File: src/design/lzrd_pkg.sv
`timescale 1ns / 1ps
// ----------------------------------------------------------------------------
// lzrd_pkg
// Types, codes and sizes shared by the LZSS/RLE stream decompressor.
// ----------------------------------------------------------------------------
package lzrd_pkg;

    // History window. The depth must be a power of two of at least 4096.
    localparam int WINDOW_DEPTH = 4096;
    localparam int WIN_AW       = $clog2(WINDOW_DEPTH);

    // Width of the target length register; the output count is one bit wider.
    localparam int LENGTH_WIDTH = 24;
    localparam int COUNT_W      = LENGTH_WIDTH + 1;

    localparam int OFFSET_W  = 12;
    localparam int REPEAT_W  = 9;
    localparam int CFG_IDX_W = 2;

    // Register indexes of the configuration port.
    localparam logic [CFG_IDX_W-1:0] REG_RUN_MODE = 2'd0;
    localparam logic [CFG_IDX_W-1:0] REG_TARGET   = 2'd1;

    // Result status codes.
    localparam logic [1:0] ST_RUNNING = 2'd0;
    localparam logic [1:0] ST_DONE    = 2'd1;
    localparam logic [1:0] ST_ERROR   = 2'd2;

    // Token phase codes.
    localparam logic [1:0] PH_IDLE    = 2'd0;
    localparam logic [1:0] PH_FIRST   = 2'd1;
    localparam logic [1:0] PH_LONG    = 2'd2;
    localparam logic [1:0] PH_FLAGGED = 2'd3;

    // Token constants.
    localparam logic [7:0] FLAG_MARK     = 8'h80;
    localparam logic [3:0] RUN_NIBBLE    = 4'hf;
    localparam int         TOKEN_MIN_LEN = 3;
    localparam int         LONG_RUN_BASE = 19;

    typedef struct packed {
        logic [7:0] in_byte;
        logic       in_last;
    } in_item_t;

    typedef struct packed {
        logic [7:0]          out_byte;
        logic [REPEAT_W-1:0] out_repeat;
        logic                out_last;
        logic [1:0]          status;
    } out_item_t;

    typedef struct packed {
        logic                    run_mode_enable;
        logic [LENGTH_WIDTH-1:0] target_length;
    } cfg_t;

    typedef enum logic [2:0] {
        S_IDLE,
        S_DEC,
        S_RUN,
        S_RD,
        S_CP,
        S_END
    } seq_state_t;

endpackage

File: src/design/lzrd_seq.sv
`timescale 1ns / 1ps
// ----------------------------------------------------------------------------
// lzrd_seq
// Token sequencer: decodes one compressed byte, then drives the shared
// history write and output count unit one byte per step for literals,
// runs and back-reference copies.
// ----------------------------------------------------------------------------
module lzrd_seq (
    input  logic                       clk,
    input  logic                       rst_n,
    input  lzrd_pkg::cfg_t             cfg,
    input  logic                       in_valid,
    output logic                       in_stall,
    input  lzrd_pkg::in_item_t         in_data,
    input  logic                       out_free,
    output logic                       res_valid,
    output lzrd_pkg::out_item_t        res_data,
    output logic                       ram_wr_en,
    output logic [lzrd_pkg::WIN_AW-1:0] ram_wr_addr,
    output logic [7:0]                 ram_wr_data,
    output logic                       ram_rd_en,
    output logic [lzrd_pkg::WIN_AW-1:0] ram_rd_addr,
    input  logic [7:0]                 ram_rd_data
);

    import lzrd_pkg::*;

    typedef enum logic [1:0] {
        ACT_END,
        ACT_RUN,
        ACT_COPY
    } act_t;

    localparam logic [COUNT_W-1:0] COUNT_MAX = '1;

    seq_state_t state_reg, state_next;

    logic [1:0]          phase_reg, phase_next;
    logic [7:0]          flag_reg, flag_next;
    logic [7:0]          ftb_reg, ftb_next;
    logic [1:0]          finish_reg, finish_next;
    logic [COUNT_W-1:0]  cnt_reg, cnt_next;
    logic [7:0]          byte_reg, byte_next;
    logic                last_reg, last_next;
    logic [7:0]          val_reg, val_next;
    logic [REPEAT_W-1:0] rep_reg, rep_next;
    logic [REPEAT_W-1:0] rem_reg, rem_next;
    logic [OFFSET_W-1:0] off_reg, off_next;
    logic                have_reg, have_next;

    logic [COUNT_W-1:0]  cnt_inc;
    logic                cnt_ge_target;
    logic                pre_done;
    logic                rem_one;
    logic [1:0]          end_fin;
    logic                end_emit;
    logic                end_go;
    logic                start_tok;
    logic                start_lit;
    logic [OFFSET_W-1:0] dec_off;
    act_t                act;

    // Shared count unit: saturating increment and the target compare.
    assign cnt_inc       = (cnt_reg == COUNT_MAX) ? cnt_reg : cnt_reg + COUNT_W'(1);
    assign cnt_ge_target = cnt_reg >= {1'b0, cfg.target_length};
    assign pre_done      = (finish_reg == ST_RUNNING) && (phase_reg == PH_IDLE)
                           && cnt_ge_target;
    assign rem_one       = (rem_reg == REPEAT_W'(1));
    assign dec_off       = {byte_reg[3:0], ftb_reg};

    always_comb
    begin
        if (finish_reg != ST_RUNNING)
        begin
            end_fin = finish_reg;
        end
        else if ((phase_reg == PH_IDLE) && cnt_ge_target)
        begin
            end_fin = ST_DONE;
        end
        else if (last_reg)
        begin
            end_fin = ST_ERROR;
        end
        else
        begin
            end_fin = ST_RUNNING;
        end
    end

    assign end_emit = have_reg || (end_fin != ST_RUNNING);
    assign end_go   = !end_emit || out_free;

    // Datapath and history port.
    always_comb
    begin
        phase_next  = phase_reg;
        flag_next   = flag_reg;
        ftb_next    = ftb_reg;
        finish_next = finish_reg;
        cnt_next    = cnt_reg;
        byte_next   = byte_reg;
        last_next   = last_reg;
        val_next    = val_reg;
        rep_next    = rep_reg;
        rem_next    = rem_reg;
        off_next    = off_reg;
        have_next   = have_reg;
        ram_wr_en   = 1'b0;
        ram_wr_data = val_reg;
        ram_rd_en   = 1'b0;
        ram_rd_addr = cnt_reg[WIN_AW-1:0] - WIN_AW'(off_reg);
        start_tok   = 1'b0;
        start_lit   = 1'b0;
        act         = ACT_END;

        unique case (state_reg)
            S_IDLE:
            begin
                if (in_valid)
                begin
                    byte_next = in_data.in_byte;
                    last_next = in_data.in_last;
                    have_next = 1'b0;
                end
            end
            S_DEC:
            begin
                if (pre_done)
                begin
                    finish_next = ST_DONE;
                end
                if ((finish_reg == ST_RUNNING) && !pre_done)
                begin
                    unique case (phase_reg)
                        PH_IDLE:
                        begin
                            if (flag_reg[7:1] == 7'd0)
                            begin
                                // A new flag byte; its first flag is handled next.
                                flag_next  = FLAG_MARK | {1'b0, byte_reg[7:1]};
                                ftb_next   = byte_reg;
                                phase_next = PH_FLAGGED;
                            end
                            else
                            begin
                                flag_next = {1'b0, flag_reg[7:1]};
                                start_tok = 1'b1;
                                start_lit = flag_reg[0];
                            end
                        end
                        PH_FLAGGED:
                        begin
                            start_tok = 1'b1;
                            start_lit = ftb_reg[0];
                        end
                        PH_FIRST:
                        begin
                            if (cfg.run_mode_enable && (byte_reg[7:4] == RUN_NIBBLE))
                            begin
                                if (byte_reg[3:0] == 4'd0)
                                begin
                                    phase_next = PH_LONG;
                                end
                                else
                                begin
                                    val_next   = ftb_reg;
                                    rem_next   = REPEAT_W'(byte_reg[3:0])
                                                 + REPEAT_W'(TOKEN_MIN_LEN);
                                    rep_next   = rem_next;
                                    phase_next = PH_IDLE;
                                    act        = ACT_RUN;
                                end
                            end
                            else
                            begin
                                off_next   = dec_off;
                                rem_next   = REPEAT_W'(byte_reg[7:4])
                                             + REPEAT_W'(TOKEN_MIN_LEN);
                                phase_next = PH_IDLE;
                                if ((dec_off == '0) || (cnt_reg < COUNT_W'(dec_off)))
                                begin
                                    finish_next = ST_ERROR;
                                end
                                else
                                begin
                                    act = ACT_COPY;
                                end
                            end
                        end
                        PH_LONG:
                        begin
                            val_next   = byte_reg;
                            rem_next   = REPEAT_W'(ftb_reg) + REPEAT_W'(LONG_RUN_BASE);
                            rep_next   = rem_next;
                            phase_next = PH_IDLE;
                            act        = ACT_RUN;
                        end
                        default:
                        begin
                            phase_next = PH_IDLE;
                        end
                    endcase
                end
                if (start_tok)
                begin
                    if (start_lit)
                    begin
                        ram_wr_en   = 1'b1;
                        ram_wr_data = byte_reg;
                        cnt_next    = cnt_inc;
                        val_next    = byte_reg;
                        rep_next    = REPEAT_W'(1);
                        have_next   = 1'b1;
                        phase_next  = PH_IDLE;
                    end
                    else
                    begin
                        ftb_next   = byte_reg;
                        phase_next = PH_FIRST;
                    end
                end
            end
            S_RUN:
            begin
                ram_wr_en = 1'b1;
                cnt_next  = cnt_inc;
                rem_next  = rem_reg - REPEAT_W'(1);
                if (rem_one)
                begin
                    have_next = 1'b1;
                end
            end
            S_RD:
            begin
                ram_rd_en = 1'b1;
            end
            S_CP:
            begin
                ram_wr_data = ram_rd_data;
                if (rem_one)
                begin
                    // The last copied byte is held back to carry the status.
                    ram_wr_en = 1'b1;
                    cnt_next  = cnt_inc;
                    val_next  = ram_rd_data;
                    rep_next  = REPEAT_W'(1);
                    have_next = 1'b1;
                    rem_next  = rem_reg - REPEAT_W'(1);
                end
                else if (out_free)
                begin
                    ram_wr_en = 1'b1;
                    cnt_next  = cnt_inc;
                    rem_next  = rem_reg - REPEAT_W'(1);
                end
            end
            S_END:
            begin
                if (end_go)
                begin
                    finish_next = end_fin;
                end
            end
            default:
            begin
                have_next = 1'b0;
            end
        endcase
    end

    assign ram_wr_addr = cnt_reg[WIN_AW-1:0];

    // Next state.
    always_comb
    begin
        state_next = state_reg;
        unique case (state_reg)
            S_IDLE:
            begin
                if (in_valid)
                begin
                    state_next = S_DEC;
                end
            end
            S_DEC:
            begin
                unique case (act)
                    ACT_RUN:  state_next = S_RUN;
                    ACT_COPY: state_next = S_RD;
                    default:  state_next = S_END;
                endcase
            end
            S_RUN:
            begin
                if (rem_one)
                begin
                    state_next = S_END;
                end
            end
            S_RD:
            begin
                state_next = S_CP;
            end
            S_CP:
            begin
                if (rem_one)
                begin
                    state_next = S_END;
                end
                else if (out_free)
                begin
                    state_next = S_RD;
                end
            end
            S_END:
            begin
                if (end_go)
                begin
                    state_next = S_IDLE;
                end
            end
            default:
            begin
                state_next = S_IDLE;
            end
        endcase
    end

    // Outputs.
    always_comb
    begin
        in_stall  = (state_reg != S_IDLE);
        res_valid = 1'b0;
        res_data  = '0;
        unique case (state_reg)
            S_CP:
            begin
                if (!rem_one && out_free)
                begin
                    res_valid           = 1'b1;
                    res_data.out_byte   = ram_rd_data;
                    res_data.out_repeat = REPEAT_W'(1);
                    res_data.out_last   = 1'b0;
                    res_data.status     = ST_RUNNING;
                end
            end
            S_END:
            begin
                if (end_emit && out_free)
                begin
                    res_valid           = 1'b1;
                    res_data.out_byte   = have_reg ? val_reg : 8'd0;
                    res_data.out_repeat = have_reg ? rep_reg : '0;
                    res_data.out_last   = 1'b1;
                    res_data.status     = end_fin;
                end
            end
            default:
            begin
                res_valid = 1'b0;
            end
        endcase
    end

    always_ff @(posedge clk or negedge rst_n)
    begin
        if (!rst_n)
        begin
            state_reg  <= S_IDLE;
            phase_reg  <= PH_IDLE;
            flag_reg   <= '0;
            ftb_reg    <= '0;
            finish_reg <= ST_RUNNING;
            cnt_reg    <= '0;
            have_reg   <= 1'b0;
        end
        else
        begin
            state_reg  <= state_next;
            phase_reg  <= phase_next;
            flag_reg   <= flag_next;
            ftb_reg    <= ftb_next;
            finish_reg <= finish_next;
            cnt_reg    <= cnt_next;
            have_reg   <= have_next;
        end
    end

    always_ff @(posedge clk)
    begin
        byte_reg <= byte_next;
        last_reg <= last_next;
        val_reg  <= val_next;
        rep_reg  <= rep_next;
        rem_reg  <= rem_next;
        off_reg  <= off_next;
    end

`ifndef SYNTHESIS
    a_emit_free: assert property (@(posedge clk) disable iff (!rst_n)
        res_valid |-> out_free)
        else $error("result produced while the output register is occupied");

    a_finish_sticky: assert property (@(posedge clk) disable iff (!rst_n)
        (finish_reg != ST_RUNNING) |=> (finish_reg != ST_RUNNING))
        else $error("finished status was cleared");

    a_count_monotonic: assert property (@(posedge clk) disable iff (!rst_n)
        1'b1 |=> (cnt_reg >= $past(cnt_reg)))
        else $error("output count went backwards");

    a_copy_remaining: assert property (@(posedge clk) disable iff (!rst_n)
        (state_reg == S_RD) |-> (rem_reg != '0))
        else $error("history read issued with no copy bytes left");
`endif

endmodule
File: config.mk
export PLATFORM = sky130hd
export DESIGN_NAME = lzrd_seq
export DESIGN_NICKNAME = d
export VERILOG_FILES = /design/src/design/lzrd_pkg.sv /design/src/design/lzrd_seq.sv
export SDC_FILE = /design/constraint.sdc
export NUM_CORES = 1
export LEC_CHECK = 0
export CORE_ASPECT_RATIO = 2
export CORE_UTILIZATION = 52
export CTS_BUF_LIST = sky130_fd_sc_hd__clkbuf_2 sky130_fd_sc_hd__clkbuf_4 sky130_fd_sc_hd__clkbuf_8
export CTS_CLUSTER_DIAMETER = 80
export DETAILED_ROUTE_END_ITERATION = 8
export DONT_BUFFER_PORTS = 1
export PLACE_DENSITY = 0.72
export SLEW_MARGIN = 20
export SYNTH_ARGS = -nofsm -noshare
export SYNTH_HDL_FRONTEND = slang
export SYNTH_SLANG_ARGS = --single-unit
File: constraint.sdc
create_clock -name clk -period 4.25 [get_ports clk]
set_clock_uncertainty 0.1 [all_clocks]
set_input_delay 0.6375 -clock clk [delete_from_list [all_inputs] [get_ports clk]]
set_output_delay 0.6375 -clock clk [all_outputs]
set_load 0.05 [all_outputs]
==> results_dict.tcl <==
set metrics [dict create \
    cts_buffers 9 \
    cp_top_family "simple AND/OR/NAND/NOR gates" \
    critical-path-slowest-cell "nor4_4" \
    drc 0 \
    avgRoutedWirePerCell_um 21.9 \
    hold_viol_final 0 \
    rows 59 \
    synth_top_area_share_pct 20.4 \
    syn_nets 860 \
    clockPowerShare_pct 11.7 \
    worstPathRequired_ps 3510 \
    setup_viol 0 \
    n_antenna_cell 0 \
    worst-path-buf-inv 2 \
    postSynth.asyncResetShare_pct 51.0 \
    root_buffer "clkbuf_8" \
    syn_area_mm2 0.00691 \
    synthCells 754 \
    status "finished clean" \
    synth_cell_types 73 \
    fin_setup_tns_ps 0 \
    post-route-min-period_ps 4100 \
    pwr-share-comb_pct 57.8 \
    dieWidth_um 83.5 \
    rsz0062_at_grt "false" \
    dieArea_mm2 0.0138 \
    max_cap_viol_count 0 \
    start_kind "register" \
    antenna_found_initial 0 \
    multi_input_area_mm2 0.00380 \
    drtAntennaViolNets 0 \
    viasPerCell 6.44 \
    slew_headroom_pct 39.9 \
    slew_violations 0 \
    overflow 0 \
    clk_pin_slew_worst_paths_ps 100 \
    final_core_util_pct 58.1 \
    crit_chain "inv_1, ha_1, nand2b_1, a21o_1, a211o_1, o211ai_1, a21oi_2, nor4_4, and2_4, nand2_1, nand3_1, buf_4" \
    cts_tree "yes" \
    clockBufferDepth 2 \
    tightest_slew_ps 899 \
    ir_drop_mv 0.614 \
    hpwl_um 16300 \
    swShare_pct 51.4 \
    cts_setup_buffers 0 \
    firstDrtPassIters 5 \
    syn_avg_cell_area_um2 9.17 \
    synth-seq-cells 96 \
    grt_max_degree 50 \
    end_kind "output port" \
    synth_area_leaders "edfxtp_1 (20%), dfrtp_1 (18%), ha_1 (11%)" \
    grt_pass1_vias 6079 \
    area.growth.synth_to_final_pct 9.16 \
    yosysMostFrequentCell "inv_1" \
    crit_type "register to output port" \
    finalCritPeriodShare_pct 96.5 \
    synth_edf_count 47 \
    clock_sinks 96 \
    r2r_slack_ps 660 \
    power.switching_mw 3.03 \
    grt_pass1_wl_um 31500 \
    drtIter0Drc 286 \
    largest_reg_flops 25 \
    die_h_um 165 \
    leakage_nw 3.25 \
    seqPwrFrac_pct 30.5 \
    hold_path_class "input port to asynchronous set/reset pin" \
    ys_seq_area_share_pct 38.2 \
    clk_latency_ps 370 \
    synth_largest_area_cell "edfxtp_1" \
    yosysWarnings 0 \
    place_congestion 0.950 \
    intPower_mw 2.86 \
    vias 5986 \
    grtUsageTotal_pct 30.0 \
    nNetsFinal 879 \
    path_max_fanout 8 \
    htree_levels 3 \
    worst_ep_arrival_time_ps 3360 \
    portBuffers 0 \
    fmax_mhz 244 \
    wirelength_um 20400 \
    power_density_mw_per_mm2 780 \
    cp_slowest_stage_delay_ps 580 \
    start_util_pct 53.2 \
    drive_above_1_share_pct 12.6 \
    fillers 1170 \
    synth_commonest_cells "inv_1 (71), nand2_1 (68), ha_1 (59)" \
    io_pins 102 \
    regArea_mm2 0.00264 \
    coreArea_mm2 0.0130 \
    ys.flop_type "dfrtp_1" \
]
-- per-stage QoR --
step	std cells	hold slack, ps	setup WS (ps)	area [um^2]	total power, mW
floorplan	754	242	6.27	6910	4.21
global placement	913	244	387	7270	5.07
detailed placement	913	243	283	7270	5.15
CTS	930	6.84	65.2	7530	5.86
global route	930	5.48	2.98	7540	6.24
finish	930	7.79	149	7540	5.89
-- logic make-up after synthesis --
family / after synthesis / synth area share [%]
mux: 12 / 1.83
buf+inv: 116 / 7.22
simple gates: 242 / 18.3
flops: 96 / 38.2
compound gates: 179 / 17.3
xor+xnor: 49 / 6.21
fa+ha+maj: 60 / 11.0
-- cells in the final DEF (no fill, tap or decap), types with 8 or more instances in the layout --
cell | Yosys | layout
xor2_1 | 28 | 28
dfrtp_1 | 49 | 49
ha_1 | 59 | 59
a22o_1 | 8 | 8
nand3_1 | 20 | 20
edfxtp_1 | 47 | 47
xnor2_1 | 21 | 21
nor3_1 | 22 | 19
nor4_2 | 8 | 8
buf_4 | 12 | 52
nand4_1 | 8 | 8
nor2_1 | 55 | 55
clkbuf_8 | 0 | 10
inv_1 | 71 | 71
nor4_1 | 12 | 12
and3_1 | 13 | 13
a21oi_1 | 41 | 40
a211oi_1 | 11 | 11
nand2_1 | 68 | 68
o22ai_1 | 11 | 11
o21ai_0 | 39 | 39
-- cell type report --
type                            count  area share (%)
Sequential cell                    96            35.0
Inverter                           71            3.53
Tap cell                          152            2.52
Multi-Input combinational cell    542            50.4
Clock buffer                       13            2.12
Clock inverter                      3           0.912
Timing Repair Buffer               53            5.54
-- final timing paths --
path | from | depth (start not counted) | end
max | cnt_reg[0] | 12 | ram_wr_data[2]
min | rst_n | 1 | cnt_reg[10]
max reg2reg | cnt_reg[20] | 13 | state_reg[2]
min reg2reg | ftb_reg[1] | 0 | off_reg[1]
max in group asynchronous | rst_n | 1 | state_reg[0]
min in group clk | in_data[3] | 0 | byte_reg[2]
-- worst reg2reg max path: cells and delay by family, from the launching register on --
kind,cells,cell delay [ps]
compound gates,8,1700
fa+ha+maj,2,670
simple gates,3,520
flops,1,450
-- layer usage --
layer	vias up	share of wire, %	global-route usage, %
met4	0	7.2	22.8
met2	257	56	57.9
met3	88	4.2	4.30
met5	-	0	0
met1	2889	32	28.0
li1	2752	-	-
-- timing repair --
item / in CTS / in global routing
endpoints found under the hold margin: 49 / 0
setup endpoints to repair: 0 / 9
resized for setup: 0 / 4
hold buffers: 1 / 0
-- power groups by stage --
stage / Clock [mW] / Combinational (mW) / Sequential, mW
6_report: 0.691 / 3.40 / 1.80
5_1_grt: 0.733 / 3.68 / 1.83
4_1_cts: 0.700 / 3.37 / 1.78
3_5_place_dp: 0 / 3.34 / 1.80
3_3_place_gp: 0 / 3.28 / 1.79
2_1_floorplan: 0 / 2.58 / 1.63
No activity file was read; power rests on OpenSTA's default activity.
